<file path="config.mk">
export PLATFORM = sky130hd
export DESIGN_NAME = key_sequence_detector_unit
export DESIGN_NICKNAME = d
export VERILOG_FILES = /design/src/rtl/core/ksd_pkg.sv /design/src/rtl/core/ksd_step.sv /design/src/rtl/core/key_sequence_detector_unit.sv
export SDC_FILE = /design/constraint.sdc
export NUM_CORES = 1
export LEC_CHECK = 0
export BUFFER_PORTS_ARGS = -buffer_cell sky130_fd_sc_hd__buf_2
export CAP_MARGIN = 10
export CORE_MARGIN = 2
export CORE_UTILIZATION = 53
export CTS_CLUSTER_DIAMETER = 50
export DETAILED_ROUTE_END_ITERATION = 16
export PLACE_DENSITY = 0.77
export SLEW_MARGIN = 10
export SYNTH_ARGS = -nofsm -noshare
export SYNTH_HDL_FRONTEND = slang
export SYNTH_SLANG_ARGS = --single-unit
</file>
<file path="constraint.sdc">
create_clock -name clk -period 7.44 [get_ports clk]
set_input_delay 1.116 -clock clk [delete_from_list [all_inputs] [get_ports clk]]
set_output_delay 1.116 -clock clk [all_outputs]
set_load 0.005 [all_outputs]
</file>
<file path="src/rtl/core/ksd_pkg.sv">
// Shared types, constants and helpers for the key sequence detector.
package ksd_pkg;

  // Limits of the code and digit phases
  localparam int unsigned MAX_CODE_LENGTH = 8;
  localparam int unsigned MAX_DIGITS      = 2;

  localparam int unsigned KEY_W   = 8;
  localparam int unsigned TIME_W  = 32;
  localparam int unsigned CODE_W  = 64;
  localparam int unsigned LEN_W   = 4;
  localparam int unsigned CNT_W   = 2;
  localparam int unsigned TMO_W   = 16;
  localparam int unsigned DIGW_W  = 16;
  localparam int unsigned CFG_IDX_W = 3;

  // Configuration register indexes
  localparam logic [CFG_IDX_W-1:0] REG_CODE_CHARS    = 3'd0;
  localparam logic [CFG_IDX_W-1:0] REG_CODE_LENGTH   = 3'd1;
  localparam logic [CFG_IDX_W-1:0] REG_DIGIT_COUNT   = 3'd2;
  localparam logic [CFG_IDX_W-1:0] REG_TIMEOUT_TICKS = 3'd3;
  localparam logic [CFG_IDX_W-1:0] REG_SUPPRESS_ECHO = 3'd4;

  // Reset values of the registers
  localparam logic [LEN_W-1:0] CODE_LENGTH_RST   = 4'd1;
  localparam logic [TMO_W-1:0] TIMEOUT_TICKS_RST = 16'd70;

  // ASCII ranges
  localparam logic [KEY_W-1:0] ASCII_LOWER_A = 8'h61;
  localparam logic [KEY_W-1:0] ASCII_LOWER_Z = 8'h7A;
  localparam logic [KEY_W-1:0] ASCII_CASE    = 8'h20;
  localparam logic [KEY_W-1:0] ASCII_ZERO    = 8'h30;
  localparam logic [KEY_W-1:0] ASCII_NINE    = 8'h39;

  typedef struct packed {
    logic [CODE_W-1:0] code_chars;
    logic [LEN_W-1:0]  code_length;
    logic [CNT_W-1:0]  digit_count;
    logic [TMO_W-1:0]  timeout_ticks;
    logic              suppress_echo;
  } ksd_cfg_t;

  typedef struct packed {
    logic [LEN_W-1:0]            code_progress;
    logic [CNT_W-1:0]            digit_progress;
    logic [1:0][KEY_W-1:0]       digit_store;
    logic [TIME_W-1:0]           last_key_time;
  } ksd_state_t;

  typedef struct packed {
    logic              matched;
    logic [DIGW_W-1:0] param_digits;
    logic              echo_valid;
    logic [KEY_W-1:0]  echo_key;
  } ksd_result_t;

  // Fold lowercase ASCII letters to uppercase
  function automatic logic [KEY_W-1:0] upcase(input logic [KEY_W-1:0] c);
    logic [KEY_W-1:0] r;
    r = c;
    if (c >= ASCII_LOWER_A && c <= ASCII_LOWER_Z) begin
      r = c - ASCII_CASE;
    end
    return r;
  endfunction

endpackage

</file>
<file path="src/rtl/core/ksd_step.sv">
// Per-key next-state and result logic of the key sequence detector.
module ksd_step
  import ksd_pkg::*;
(
  input  ksd_cfg_t          cfg,
  input  ksd_state_t        st,
  input  logic [KEY_W-1:0]  key,
  input  logic [TIME_W-1:0] now,
  output ksd_state_t        st_nxt,
  output ksd_result_t       res
);

  logic [LEN_W-1:0]  len;
  logic [CNT_W-1:0]  cnt;
  logic [TIME_W-1:0] gap;
  logic              timed_out;
  logic [LEN_W-1:0]  cp;
  logic [CNT_W-1:0]  dp;
  logic [KEY_W-1:0]  kup;
  logic [KEY_W-1:0]  exp_char;
  logic              aborted;
  logic [1:0][KEY_W-1:0] store;

  always_comb begin
    // Clamp the configured code length and digit count
    len = cfg.code_length;
    if (len == '0) begin
      len = LEN_W'(1);
    end else if (len > LEN_W'(MAX_CODE_LENGTH)) begin
      len = LEN_W'(MAX_CODE_LENGTH);
    end
    cnt = cfg.digit_count;
    if (cnt > CNT_W'(MAX_DIGITS)) begin
      cnt = CNT_W'(MAX_DIGITS);
    end

    // Inter-key timeout clears progress before the key is handled
    gap       = now - st.last_key_time;
    timed_out = (st.last_key_time != '0) && (gap > {{(TIME_W-TMO_W){1'b0}}, cfg.timeout_ticks});
    cp        = timed_out ? '0 : st.code_progress;
    dp        = timed_out ? '0 : st.digit_progress;

    kup      = upcase(key);
    exp_char = upcase(cfg.code_chars[{cp[2:0], 3'b000} +: KEY_W]);
    store    = st.digit_store;
    aborted  = 1'b0;
    res      = '0;

    if (cp < len) begin
      // Code phase: advance, or restart on a wrong key
      if (kup == exp_char) begin
        cp = cp + LEN_W'(1);
      end else begin
        cp = (kup == upcase(cfg.code_chars[KEY_W-1:0])) ? LEN_W'(1) : '0;
      end
      dp = '0;
      if (cp > LEN_W'(1) && !cfg.suppress_echo) begin
        res.echo_valid = 1'b1;
        res.echo_key   = key;
      end
    end else if (dp < cnt) begin
      // Digit phase: capture a decimal digit, abort on anything else
      if (key < ASCII_ZERO || key > ASCII_NINE) begin
        aborted = 1'b1;
      end else begin
        store[dp[0]] = key;
        dp = dp + CNT_W'(1);
      end
    end

    st_nxt.digit_store    = store;
    st_nxt.code_progress  = cp;
    st_nxt.digit_progress = dp;
    st_nxt.last_key_time  = now;

    if (aborted) begin
      st_nxt.code_progress  = '0;
      st_nxt.digit_progress = '0;
      st_nxt.last_key_time  = '0;
    end else if (cp >= len && dp >= cnt) begin
      // Full match: report digits, clear progress, keep the store
      st_nxt.code_progress  = '0;
      st_nxt.digit_progress = '0;
      st_nxt.last_key_time  = '0;
      res.matched = 1'b1;
      if (cnt >= CNT_W'(1)) begin
        res.param_digits[KEY_W-1:0] = store[0];
      end
      if (cnt >= CNT_W'(2)) begin
        res.param_digits[DIGW_W-1:KEY_W] = store[1];
      end
    end
  end

endmodule

</file>
<file path="src/rtl/core/key_sequence_detector_unit.sv">
// Top level of the key sequence detector: registers, pipeline and handshakes.
//
//  channel | direction | handshake               | payload
//  in_     | input     | in_valid / in_ready     | in_key, in_current_time
//  out_    | output    | out_valid / out_ready   | out_matched, out_param_digits,
//          |           |                         | out_echo_valid, out_echo_key
//  cfg_    | input     | cfg_we (no wait)        | cfg_index, cfg_wdata
//
// One key per cycle sustained while out_ready stays high; a key passes through the
// input register, then the detector update into the result register.
// The detector state updates as a key moves from the input register to the
// result register, so back-to-back keys see each other's effects in order.
// Synchronous active-low reset clears state and both stages and loads the register reset values.
// A stalled result holds both stages; in_ready drops only when both are full.
module key_sequence_detector_unit
  import ksd_pkg::*;
(
  input  logic                 clk,
  input  logic                 rst_n,
  input  logic                 in_valid,
  output logic                 in_ready,
  input  logic [KEY_W-1:0]     in_key,
  input  logic [TIME_W-1:0]    in_current_time,
  output logic                 out_valid,
  input  logic                 out_ready,
  output logic                 out_matched,
  output logic [DIGW_W-1:0]    out_param_digits,
  output logic                 out_echo_valid,
  output logic [KEY_W-1:0]     out_echo_key,
  input  logic                 cfg_we,
  input  logic [CFG_IDX_W-1:0] cfg_index,
  input  logic [CODE_W-1:0]    cfg_wdata
);

  ksd_cfg_t          cfg_r;
  ksd_state_t        st_r;
  ksd_state_t        st_nxt;
  ksd_result_t       res_nxt;
  ksd_result_t       res_r;
  logic              s1_valid_r;
  logic [KEY_W-1:0]  s1_key_r;
  logic [TIME_W-1:0] s1_time_r;
  logic              out_valid_r;
  logic              advance;
  logic              in_xfer;

  assign advance  = !out_valid_r || out_ready;
  assign in_ready = !s1_valid_r || advance;
  assign in_xfer  = in_valid && in_ready;

  // Configuration registers
  always_ff @(posedge clk) begin
    if (!rst_n) begin
      cfg_r.code_chars    <= '0;
      cfg_r.code_length   <= CODE_LENGTH_RST;
      cfg_r.digit_count   <= '0;
      cfg_r.timeout_ticks <= TIMEOUT_TICKS_RST;
      cfg_r.suppress_echo <= 1'b0;
    end else if (cfg_we) begin
      case (cfg_index)
        REG_CODE_CHARS:    cfg_r.code_chars    <= cfg_wdata;
        REG_CODE_LENGTH:   cfg_r.code_length   <= cfg_wdata[LEN_W-1:0];
        REG_DIGIT_COUNT:   cfg_r.digit_count   <= cfg_wdata[CNT_W-1:0];
        REG_TIMEOUT_TICKS: cfg_r.timeout_ticks <= cfg_wdata[TMO_W-1:0];
        REG_SUPPRESS_ECHO: cfg_r.suppress_echo <= cfg_wdata[0];
        default: ;
      endcase
    end
  end

  // Input register
  always_ff @(posedge clk) begin
    if (!rst_n) begin
      s1_valid_r <= 1'b0;
    end else if (in_ready) begin
      s1_valid_r <= in_valid;
    end
  end

  always_ff @(posedge clk) begin
    if (in_xfer) begin
      s1_key_r  <= in_key;
      s1_time_r <= in_current_time;
    end
  end

  ksd_step u_step (
    .cfg    (cfg_r),
    .st     (st_r),
    .key    (s1_key_r),
    .now    (s1_time_r),
    .st_nxt (st_nxt),
    .res    (res_nxt)
  );

  // Detector state and result register
  always_ff @(posedge clk) begin
    if (!rst_n) begin
      st_r        <= '0;
      out_valid_r <= 1'b0;
    end else if (advance) begin
      out_valid_r <= s1_valid_r;
      if (s1_valid_r) begin
        st_r <= st_nxt;
      end
    end
  end

  always_ff @(posedge clk) begin
    if (advance && s1_valid_r) begin
      res_r <= res_nxt;
    end
  end

  assign out_valid        = out_valid_r;
  assign out_matched      = res_r.matched;
  assign out_param_digits = res_r.param_digits;
  assign out_echo_valid   = res_r.echo_valid;
  assign out_echo_key     = res_r.echo_key;

endmodule

</file>
After elaboration in Yosys (flattened, before gate mapping)
Cells that the tools add are included.
{ "op_classes": {"n_addsub": 6, "order_cmp": 20, "n_eq_ne": 6, "n_shift": 1, "n_mux": 34, "bitwise_logic": 3, "n_reduce_logical": 27} }
{ "ops": {"columns": ["operator", "n"], "rows": [
  ["$mux W32", 2],
  ["$mux W8", 8],
  ["$shiftx A64 B7 Y8", 1],
  ["$mux W16", 3],
  ["$gt A32 B16 Y1", 1],
  ["$reduce_bool A32 Y1", 1],
  ["$sub A32 B32 Y32", 1],
  ["$ge A8 B7 Y1 const B", 3],
  ["$le A8 B7 Y1 const B", 3],
  ["$mux W4", 6],
  ["$sub A8 B6 Y8 const B", 3],
  ["$mux W17", 1],
  ["$bwmux W16", 1],
  ["$eq A8 B8 Y1", 2],
  ["$reduce_and A2 Y1", 7],
  ["$mux W6", 2],
  ["$mux W2", 5],
  ["$logic_and A1 B1 Y1", 9],
  ["$mux W9", 1],
  ["$demux W8 S1", 1],
  ["$gt A8 B6 Y1 const B", 1],
  ["$lt A8 B6 Y1 const B", 1],
  ["$eq A3 B2 Y1 const B", 2],
  ["$reduce_or A3 Y1", 2],
  ["21 further kinds", 30]
]} }
{ "totals": {"regBits": 209, "input_bits": 112, "output_inout_bits": 28, "word_cells": 116} }

Depth between registers and ports, before layout
Gate-level depths: netlist (run 1).
{ "depth": {"depth_word": 20, "mapped_depth": 39, "ltp_nobuf": 36} }

Modules after synthesis
A second synthesis (run 1) with hierarchy kept.
{ "unflattened": {"hier_cells": 1434, "area_unflattened_um2": 12265.5} }
{ "by_module_without_submodules": {"columns": ["module", "n_inst", "cells_each", "area_each_um2"], "rows": [
  ["key_sequence_detector_unit", 1, 677, 7262.0],
  ["ksd_step", 1, 757, 5003.5]
]} }

Least setup slack after synthesis (run 1)
No wires, ideal clock.
{ "synth_path": {"path_kind": "register to register", "start": "register s1_time_r[0]", "end": "register st_r[12] (netlist bit)", "setup_time_ps": 65, "arrival_ps": 7634, "required_ps": 7375, "path_slack_ps": -259, "path_stages_with_launch": 39, "cell_sequence": "edfxtp_1 inv_1 ha_1 fa_1 nand2b_1 a21oi_1 nor2_1 nor3_1 nor2_1 xnor2_1 ha_1 nand4_1 nor2_1 a221o_1 o31a_1 a2111oi_1 o2111ai_1 nor4_4 [... 3 more ...] nor2b_1 ha_1 a21o_1 a21o_1 a21oi_1 clkbuf_1 clkbuf_1 a311oi_1 ha_1 nand2b_1 a21o_1 a21o_1 a21oi_1 o21ai_1 a21oi_2 clkbuf_1 a22oi_1 nor2_1"} }
{ "synth_via": {"elab_chain_len": 16, "word_cells_on_any_way": 29, "cone_classes": "add/sub (4); order compare (7); eq/ne (1); shift (1); mux (13); reduce/logical (3)"} }
{ "synth_rtl": {"columns": ["item", "line", "source"], "rows": [
  ["start: declaration", "key_sequence_detector_unit.sv:42", "logic [TIME_W-1:0] s1_time_r;"],
  ["start signal: assignment", "key_sequence_detector_unit.sv:83", "s1_time_r <= in_current_time;"],
  ["$sub A32 B32 Y32 (*)", "ksd_step.sv:38", "gap = now - st.last_key_time;"],
  ["$gt A32 B16 Y1 (*)", "ksd_step.sv:39", "timed_out = (st.last_key_time != '0) && (gap > {{(TIME_W-TMO_W){1'b0}}, cfg.timeout_ticks});"],
  ["$logic_and A1 B1 Y1 (*)", "ksd_step.sv:39", null],
  ["$mux W4", "ksd_step.sv:40", "cp = timed_out ? '0 : st.code_progress;"],
  ["$shiftx A64 B7 Y8", "ksd_step.sv:44", "exp_char = upcase(cfg.code_chars[{cp[2:0], 3'b000} +: KEY_W]);"],
  ["$ge A8 B7 Y1 or $le A8 B7 Y1 (tied branches)", "ksd_pkg.sv:61", "if (c >= ASCII_LOWER_A && c <= ASCII_LOWER_Z) begin"],
  ["$logic_and A1 B1 Y1", "ksd_pkg.sv:61", null],
  ["$mux W8", "ksd_pkg.sv:61", null],
  ["$eq A8 B8 Y1", "ksd_step.sv:51", "if (kup == exp_char) begin"],
  ["$mux W4", "ksd_step.sv:51", null],
  ["$mux W4 (2 in series)", "ksd_step.sv:49", "if (cp < len) begin"],
  ["$ge A4 B4 Y1", "ksd_step.sv:80", "end else if (cp >= len && dp >= cnt) begin"],
  ["$logic_and A1 B1 Y1", "ksd_step.sv:80", null],
  ["$mux W32", "ksd_step.sv:80", null],
  ["$mux W32 (*)", "ksd_step.sv:76", "if (aborted) begin"],
  ["end signal: assignment", "key_sequence_detector_unit.sv:104", "st_r <= st_nxt;"],
  ["end: declaration", "key_sequence_detector_unit.sv:36", "ksd_state_t st_r;"]
]} }
Mark *: on every way between the ends. The rest lies on a longest branch, timed or not. The select of a mux whose other input is x is not followed.
A chain may end at the register's enable or synchronous reset.

Final worst setup path (run 1)
{ "layout_path": {"start": "register s1_time_r[0]", "end": "register st_r[52] (netlist bit)"} }
{ "layout_via": {"elab_chain_len": 16, "word_cells_on_any_way": 29, "cone_classes": "add/sub (4); order compare (7); eq/ne (1); shift (1); mux (13); reduce/logical (3)"} }
{ "layout_rtl": {"columns": ["item", "line"], "rows": [
  ["$sub A32 B32 Y32 (*)", "ksd_step.sv:38"],
  ["$gt A32 B16 Y1 (*)", "ksd_step.sv:39"],
  ["$logic_and A1 B1 Y1 (*)", "ksd_step.sv:39"],
  ["$mux W4", "ksd_step.sv:40"],
  ["$shiftx A64 B7 Y8", "ksd_step.sv:44"],
  ["$ge A8 B7 Y1 or $le A8 B7 Y1 (tied branches)", "ksd_pkg.sv:61"],
  ["$logic_and A1 B1 Y1", "ksd_pkg.sv:61"],
  ["$mux W8", "ksd_pkg.sv:61"],
  ["$eq A8 B8 Y1", "ksd_step.sv:51"],
  ["$mux W4", "ksd_step.sv:51"],
  ["$mux W4 (2 in series)", "ksd_step.sv:49"],
  ["$ge A4 B4 Y1", "ksd_step.sv:80"],
  ["$logic_and A1 B1 Y1", "ksd_step.sv:80"],
  ["$mux W6", "ksd_step.sv:80"],
  ["$mux W6 (*)", "ksd_step.sv:76"]
]} }
Marked as above.

==> flow_metrics.py, run 1 <==
metrics = {
    "status": {
        "status": "finished with violations",
        "violations": "negative setup slack",
    },
    "worst_setup_path": {
        "worst_path_max_delay_cell": "nor4_4",
        "crit_path_start_kind": "register",
        "cp-end-kind": "register",
        "critPathTopFamily": "compound AO/OA/AOI/OAI gates",
        "reg2reg_from": "s1_time_r[0]",
        "cp_data_arrival_time_ns": 7.89,
        "required_ns": 7.87,
        "path_common_cell": "ha_1",
        "crit_path_max_incr_delay_ns": 0.37,
        "critical_path_buf_inv_count": 3,
        "crit_fanout": 6,
        "critPathKind": "register to register",
        "reg2reg_depth": 36,
        "rrSetupSlack_ns": -0.02,
        "reg2reg_to": "st_r[52]",
    },
    "sta": {
        "rsz0062_at_grt": "true",
        "slew_headroom_pct": 23.83,
        "holdWs_ns": 0.4509,
        "worst_slack_ns": -0.02261,
        "setup_violations": 1,
        "worstMarginPinSlew_ns": 1.135,
        "slew_viol_final": 0,
        "clock_skew_ns": 0.01321,
        "fin_crit_sh_pct": 100.3,
        "finalWorstPathRequiredPeriod_ns": 7.463,
        "fmax_ghz": 0.1340,
        "hold_viol": 0,
    },
    "yosys": {
        "synth_ff_type": "dfxtp_1",
        "synth.most_common_cell": "nand2_1",
        "synthesis.nets": 1508,
        "yosys_warnings": 0,
        "syn_area_mm2": 0.01169,
        "ys_ff_latch": 209,
        "synth_area_leader_cell": "dfxtp_1",
        "synthDistinctLibCells": 81,
        "synth_edf_count": 66,
        "async_flop_share_pct": 0,
        "synthesis.instances": 1333,
        "synth_top_area_share_pct": 24.48,
        "ys_seq_area_share_pct": 41.43,
        "synthTopCellsByCount": "227 x nand2_1, 145 x a21oi_1, 143 x dfxtp_1",
        "synthTopCellsByArea": "dfxtp_1 24%, edfxtp_1 17%, nand2_1 7.3%",
        "postSynthAreaPerCell_um2": 8.773,
    },
    "detailed_routing": {
        "vias": 10702,
        "route.detailed.drc": 0,
        "dr.pass1.iters": 5,
        "ant_nets": 0,
        "wl_um": 31980,
        "first_iter_violations": 827,
        "wl_per_cell_um": 17.49,
        "via_per_inst": 5.851,
    },
    "clock_network": {
        "clock_latency_ns": 0.53,
        "clock-sinks": 209,
        "h-tree-depth": 1,
        "cts_tree": "yes",
        "numCtsBuffers": 27,
        "clockRootBuffer": "clkbuf_16",
        "clkTransAtPathRegs_ns": 0.06,
        "cts_buffer_depth": 3,
    },
    "pwr": {
        "irDropWorstVdd_v": 0.0002052,
        "total_power_mw": 3.017,
        "power-per-cell-area_mw_per_mm2": 206.9,
        "power_leakage_nw": 5.685,
    },
    "finish": {
        "final_nets": 1704,
        "fin_cells": 1829,
        "post-route-util_pct": 67.03,
        "multi_input_comb_area_mm2": 0.006689,
        "nFillCells": 1730,
        "drive_gt1_share_pct": 24.42,
        "area_growth_pct": 24.70,
        "register_area_mm2": 0.004848,
    },
    "placement": {
        "detailedPlace.worstSlack_ns": -0.3267,
        "place.gp.congestion": 0.9258,
        "dp_cells": 1765,
        "dpl.hpwl_um": 21890,
        "numPortBuffers": 139,
    },
    "global_route": {
        "antenna_found_initial": 1,
        "gr-usage-all-layers_pct": 26.26,
        "overflow": 0,
        "grt_pass1_wl_um": 50890,
        "grt_pass1_vias": 10147,
        "grt_max_degree": 76,
    },
    "hold_path": {
        "min_to": "cfg_r[57]",
        "hold_path.class": "register to register",
        "worstHoldPathCells": 2,
        "hold_path_startpoint": "cfg_r[57]",
    },
    "floorplan": {
        "die_y_um": 152.5,
        "io_pins": 140,
        "dieArea_mm2": 0.02327,
        "initial_core_util_pct": 53.76,
        "core.rowCount": 54,
        "die_x_um": 152.5,
        "core_region_area_mm2": 0.02176,
    },
    "run": {
        "maxCapViolCount": 0,
    },
}
-- cell families after synthesis --
kind of cell	Yosys count	synth area share (%)
AOI/OAI and AO/OA	339	18.67
xor gates and xnor gates	35	2.621
adders and majority gates	63	6.804
buffers and inverters	148	5.018
DFF	209	41.43
muxes	57	6.526
and+or+nand+nor	482	18.94
-- layer usage --
layer / global-route usage (%) / share of wire, % / routed length (um)
met1: 35.42 / 44 / 14070
met4: 8.113 / 3.1 / 989
met3: 3.953 / 5.8 / 1864
met5: 0 / 0 / 0
met2: 43.89 / 47 / 15060
-- timing repair --
item / CTS / global route
setup buffers: 2 / 10
hold buffers: 0 / 0
gates resized for setup: 15 / 66
setup endpoints to repair: 54 / 55
hold endpoints to repair: 0 / 0
gates cloned: 2 / 2
pin swaps: 3 / 41
-- power by group --
part	internal, mW	switching [mW]	total [mW]
clock network	0.736	0.517	1.25
registers	1.22	0.0292	1.24
logic	0.224	0.295	0.519
total	2.18	0.842	3.02
-- metrics by stage --
stage | TNS, ns | instance area (um^2)
floorplan | 0 | 11700
global placement | -2.024 | 13100
detailed placement | -11.49 | 13100
CTS | 0 | 14110
global route | -10.17 | 14580
finish | -0.02261 | 14580
-- layout by cell type, fill, tap and decap left out, types with 5 or more instances in the layout --
cell       count
nand2_1      224
dfxtp_1      140
buf_2        139
a21oi_1      135
nor2_1       102
buf_4         90
inv_1         73
edfxtp_1      66
ha_1          56
a22oi_1       34
mux2i_1       30
o21ai_0       29
clkbuf_16     29
nand4_1       25
xnor2_1       22
nand3_1       17
a21o_1        17
mux4_2        14
o21a_1        13
nor2b_1       12
nor4_1        12
a21oi_2       12
o211ai_1      12
xor2_1        12
nor3_1        12
and2_1        11
nand2b_1      10
and4_1        10
or3_1          9
and3_1         8
a211oi_1       8
o21ai_1        7
mux2_2         6
ha_4           6
o21bai_1       5
a221o_1        5
inv_6          5
clkbuf_1       5
buf_6          5
-- flip-flops by register name, indices dropped and copies added, names as in the netlist --
name and cells:
cfg_r 87, st_r 54, s1_time_r 32, out_param_digits 16, out_echo_key 8, s1_key_r 8, out_echo_valid 1, out_matched 1
out_valid 1, s1_valid_r 1
-- worst max-delay path by stage --
stage                     endpoint         start  cells after the start
after floorplan           st_r[50]  s1_time_r[0]                     37
after global placement    st_r[51]  s1_time_r[0]                     36
after global routing      st_r[52]  s1_time_r[0]                     36
final                     st_r[52]  s1_time_r[0]                     36
after detailed placement  st_r[52]  s1_time_r[7]                     34
after CTS                 st_r[26]  s1_time_r[6]                     38
-- worst min-delay path, delay by kind of cell, from the launching register on --
kind | cells | cell delay [ns]
and+or+nand+nor | 1 | 0.05
DFF | 1 | 0.30
AOI/OAI and AO/OA | 1 | 0.05
-- final cells by class --
class | instances | area share (%)
Tap cell | 280 | 2.402
Timing Repair Buffer | 239 | 10.54
Sequential cell | 209 | 33.24
Inverter | 75 | 1.947
Antenna cell | 1 | 0.01716
Clock inverter | 14 | 1.030
Multi-Input combinational cell | 977 | 45.86
Clock buffer | 34 | 4.950
(Power assumes the default switching activity.)
==> inputs of run 2 (changes only) <==
==> constraint.sdc (replaced) <==
create_clock -name clk -period 7.44 [get_ports clk]
set_input_delay 0.372 -clock clk [delete_from_list [all_inputs] [get_ports clk]]
set_output_delay 0.372 -clock clk [all_outputs]
set_load 0.005 [all_outputs]
==> run 2 against run 1 <==
Against the previous run:
- the run still ends with negative setup slack left
- critical path depth is 2 lower
- non-clock buffer count is 32 higher
- cell count increased by 1.8%
- sequential power about the same
- power barely moved
- maximum frequency shrank 0.93%
- critical path type unchanged
- core utilization increased by 1.6 points
- sequential share of layout area fell by 0.80 points
- via count is 1.1% higher
- count of clock-buffer cells in the layout is 5 lower
- register-to-register slack worse by 0.07 ns
- first-iteration DRC count shrank 11%
==> flow_metrics.py, run 2 (synthesis results as in run 1) <==
metrics = {
    "status": {
        "status": "finished with violations",
        "violations": "negative setup slack",
    },
    "detailed_routing": {
        "vias": 10824,
        "ant_nets": 0,
        "dr.pass1.iters": 5,
        "wl_um": 32560,
        "via_per_inst": 5.813,
        "first_iter_violations": 735,
        "wl_per_cell_um": 17.49,
        "route.detailed.drc": 0,
    },
    "worst_setup_path": {
        "reg2reg_to": "st_r[52]",
        "critPathKind": "register to register",
        "crit_fanout": 5,
        "cp_data_arrival_time_ns": 7.95,
        "crit_path_start_kind": "register",
        "worst_path_max_delay_cell": "edfxtp_1",
        "path_common_cell": "buf_4",
        "reg2reg_depth": 34,
        "reg2reg_from": "s1_time_r[3]",
        "required_ns": 7.85,
        "startpoint": "s1_time_r[3]",
        "cp-end-kind": "register",
        "crit_path_max_incr_delay_ns": 0.44,
        "crit_end": "st_r[52]",
        "rrSetupSlack_ns": -0.09,
    },
    "floorplan": {
        "core_region_area_mm2": 0.02176,
        "dieArea_mm2": 0.02327,
        "initial_core_util_pct": 53.76,
        "core.rowCount": 54,
        "die_x_um": 152.5,
        "io_pins": 140,
        "die_y_um": 152.5,
    },
    "global_route": {
        "gr-usage-all-layers_pct": 25.44,
        "grt_pass1_vias": 10097,
        "grt_max_degree": 103,
        "overflow": 0,
        "antenna_found_initial": 2,
        "grt_pass1_wl_um": 49430,
    },
    "clock_network": {
        "clkTransAtPathRegs_ns": 0.06,
        "h-tree-depth": 1,
        "cts_buffer_depth": 3,
        "clock_latency_ns": 0.52,
        "clock-sinks": 209,
        "clockRootBuffer": "clkbuf_16",
        "numCtsBuffers": 26,
        "cts_tree": "yes",
    },
    "run": {
        "maxCapViolCount": 0,
    },
    "placement": {
        "numPortBuffers": 139,
        "dp_cells": 1763,
        "detailedPlace.worstSlack_ns": -0.3703,
        "dpl.hpwl_um": 21930,
        "post_dp_cell_area_mm2": 0.01309,
        "place.gp.congestion": 0.9702,
    },
    "finish": {
        "top_register": "cfg_r",
        "final_common_cell": "nand2_1",
        "nFillCells": 1717,
        "fin_cells": 1862,
        "final_nets": 1735,
        "largest_reg_flops": 87,
        "register_area_mm2": 0.004845,
        "drive_gt1_share_pct": 24.37,
        "stdcell_area_mm2": 0.01493,
        "final_cell_mix": "224 x nand2_1, 143 x dfxtp_1, 139 x buf_2",
        "reg_top3": "cfg_r: 87 flops, st_r: 54 flops, s1_time_r: 32 flops",
        "area_growth_pct": 27.69,
        "multi_input_comb_area_mm2": 0.006708,
    },
    "sta": {
        "rsz0062_at_grt": "true",
        "hold_viol": 0,
        "setup_violations": 40,
        "worst_slack_ns": -0.09265,
        "fmax_ghz": 0.1328,
        "slew_viol_final": 0,
        "fin_crit_sh_pct": 101.2,
        "fin_setup_tns_ns": -1.392,
        "clock_skew_ns": 0.01596,
        "worstMarginPinSlew_ns": 1.420,
        "slew_headroom_pct": 4.107,
        "finalWorstPathRequiredPeriod_ns": 7.533,
    },
    "pwr": {
        "irDropWorstVdd_v": 0.0002190,
        "power-per-cell-area_mw_per_mm2": 202.0,
        "power_leakage_nw": 5.847,
        "total_power_mw": 3.016,
    },
    "hold_path": {
        "hold_path.class": "primary input to register",
    },
}
## run 2: cell type report
class	instances	area share, %
Antenna cell	2	0.03351
Timing Repair Buffer	271	12.63
Multi-Input combinational cell	977	44.92
Inverter	75	1.902
Sequential cell	209	32.44
Tap cell	280	2.346
Clock inverter	19	1.089
Clock buffer	29	4.642
## run 2: metal layers
| metal | wire length, um | GRT usage [%] | part of all wire [%] | vias up |
|---|---|---|---|---|
| li1 | - | - | - | 5239 |
| met1 | 13750 | 34.12 | 42 | 5083 |
| met2 | 15590 | 42.69 | 48 | 429 |
| met3 | 2193 | 3.413 | 6.7 | 73 |
| met4 | 1025 | 8.686 | 3.1 | 0 |
| met5 | 0 | 0 | 0 | - |
## run 2: worst min path at each step
stage	start	end	slack [ns]	cells after the start
after floorplan	st_r[36]	st_r[36]	0.43	2
after global placement	st_r[44]	st_r[44]	0.44	2
after detailed placement	cfg_r[62]	cfg_r[62]	0.44	2
after CTS	in_current_time[30]	s1_time_r[30]	0.0002	1
after global routing	in_current_time[24]	s1_time_r[24]	0.004	1
final	in_current_time[26]	s1_time_r[26]	0.02	1
## run 2: worst max-delay path: cells and delay by family, from the launching register on
| kind | cells | cell delay (ns) |
|---|---|---|
| compound gates | 19 | 3.73 |
| xor+xnor | 1 | 0.22 |
| fa+ha+maj | 3 | 0.85 |
| buf+inv | 5 | 0.95 |
| flops | 1 | 0.44 |
| simple gates | 6 | 1.24 |
## run 2: timing repair
item	in CTS	in global routing
hold buffers	23	0
resized for setup	23	65
buffers inserted	5	17
endpoints found under the hold margin	23	0
gates cloned	0	5
setup endpoints to repair	54	55
pin swaps	8	42
## run 2: report_power, final
part           switching (mW)  internal (mW)
Sequential             0.0294           1.21
Combinational           0.303          0.239
Clock                   0.509          0.719
Total                   0.842           2.17
## run 2: stage by stage
stage	utilization, %	hold WS, ns
2_1_floorplan	-	0.4318
3_3_place_gp	60.16	0.4402
3_5_place_dp	60.16	0.4433
4_1_cts	65.86	0.0002288
5_1_grt	68.64	0.003520
6_report	68.64	0.02278
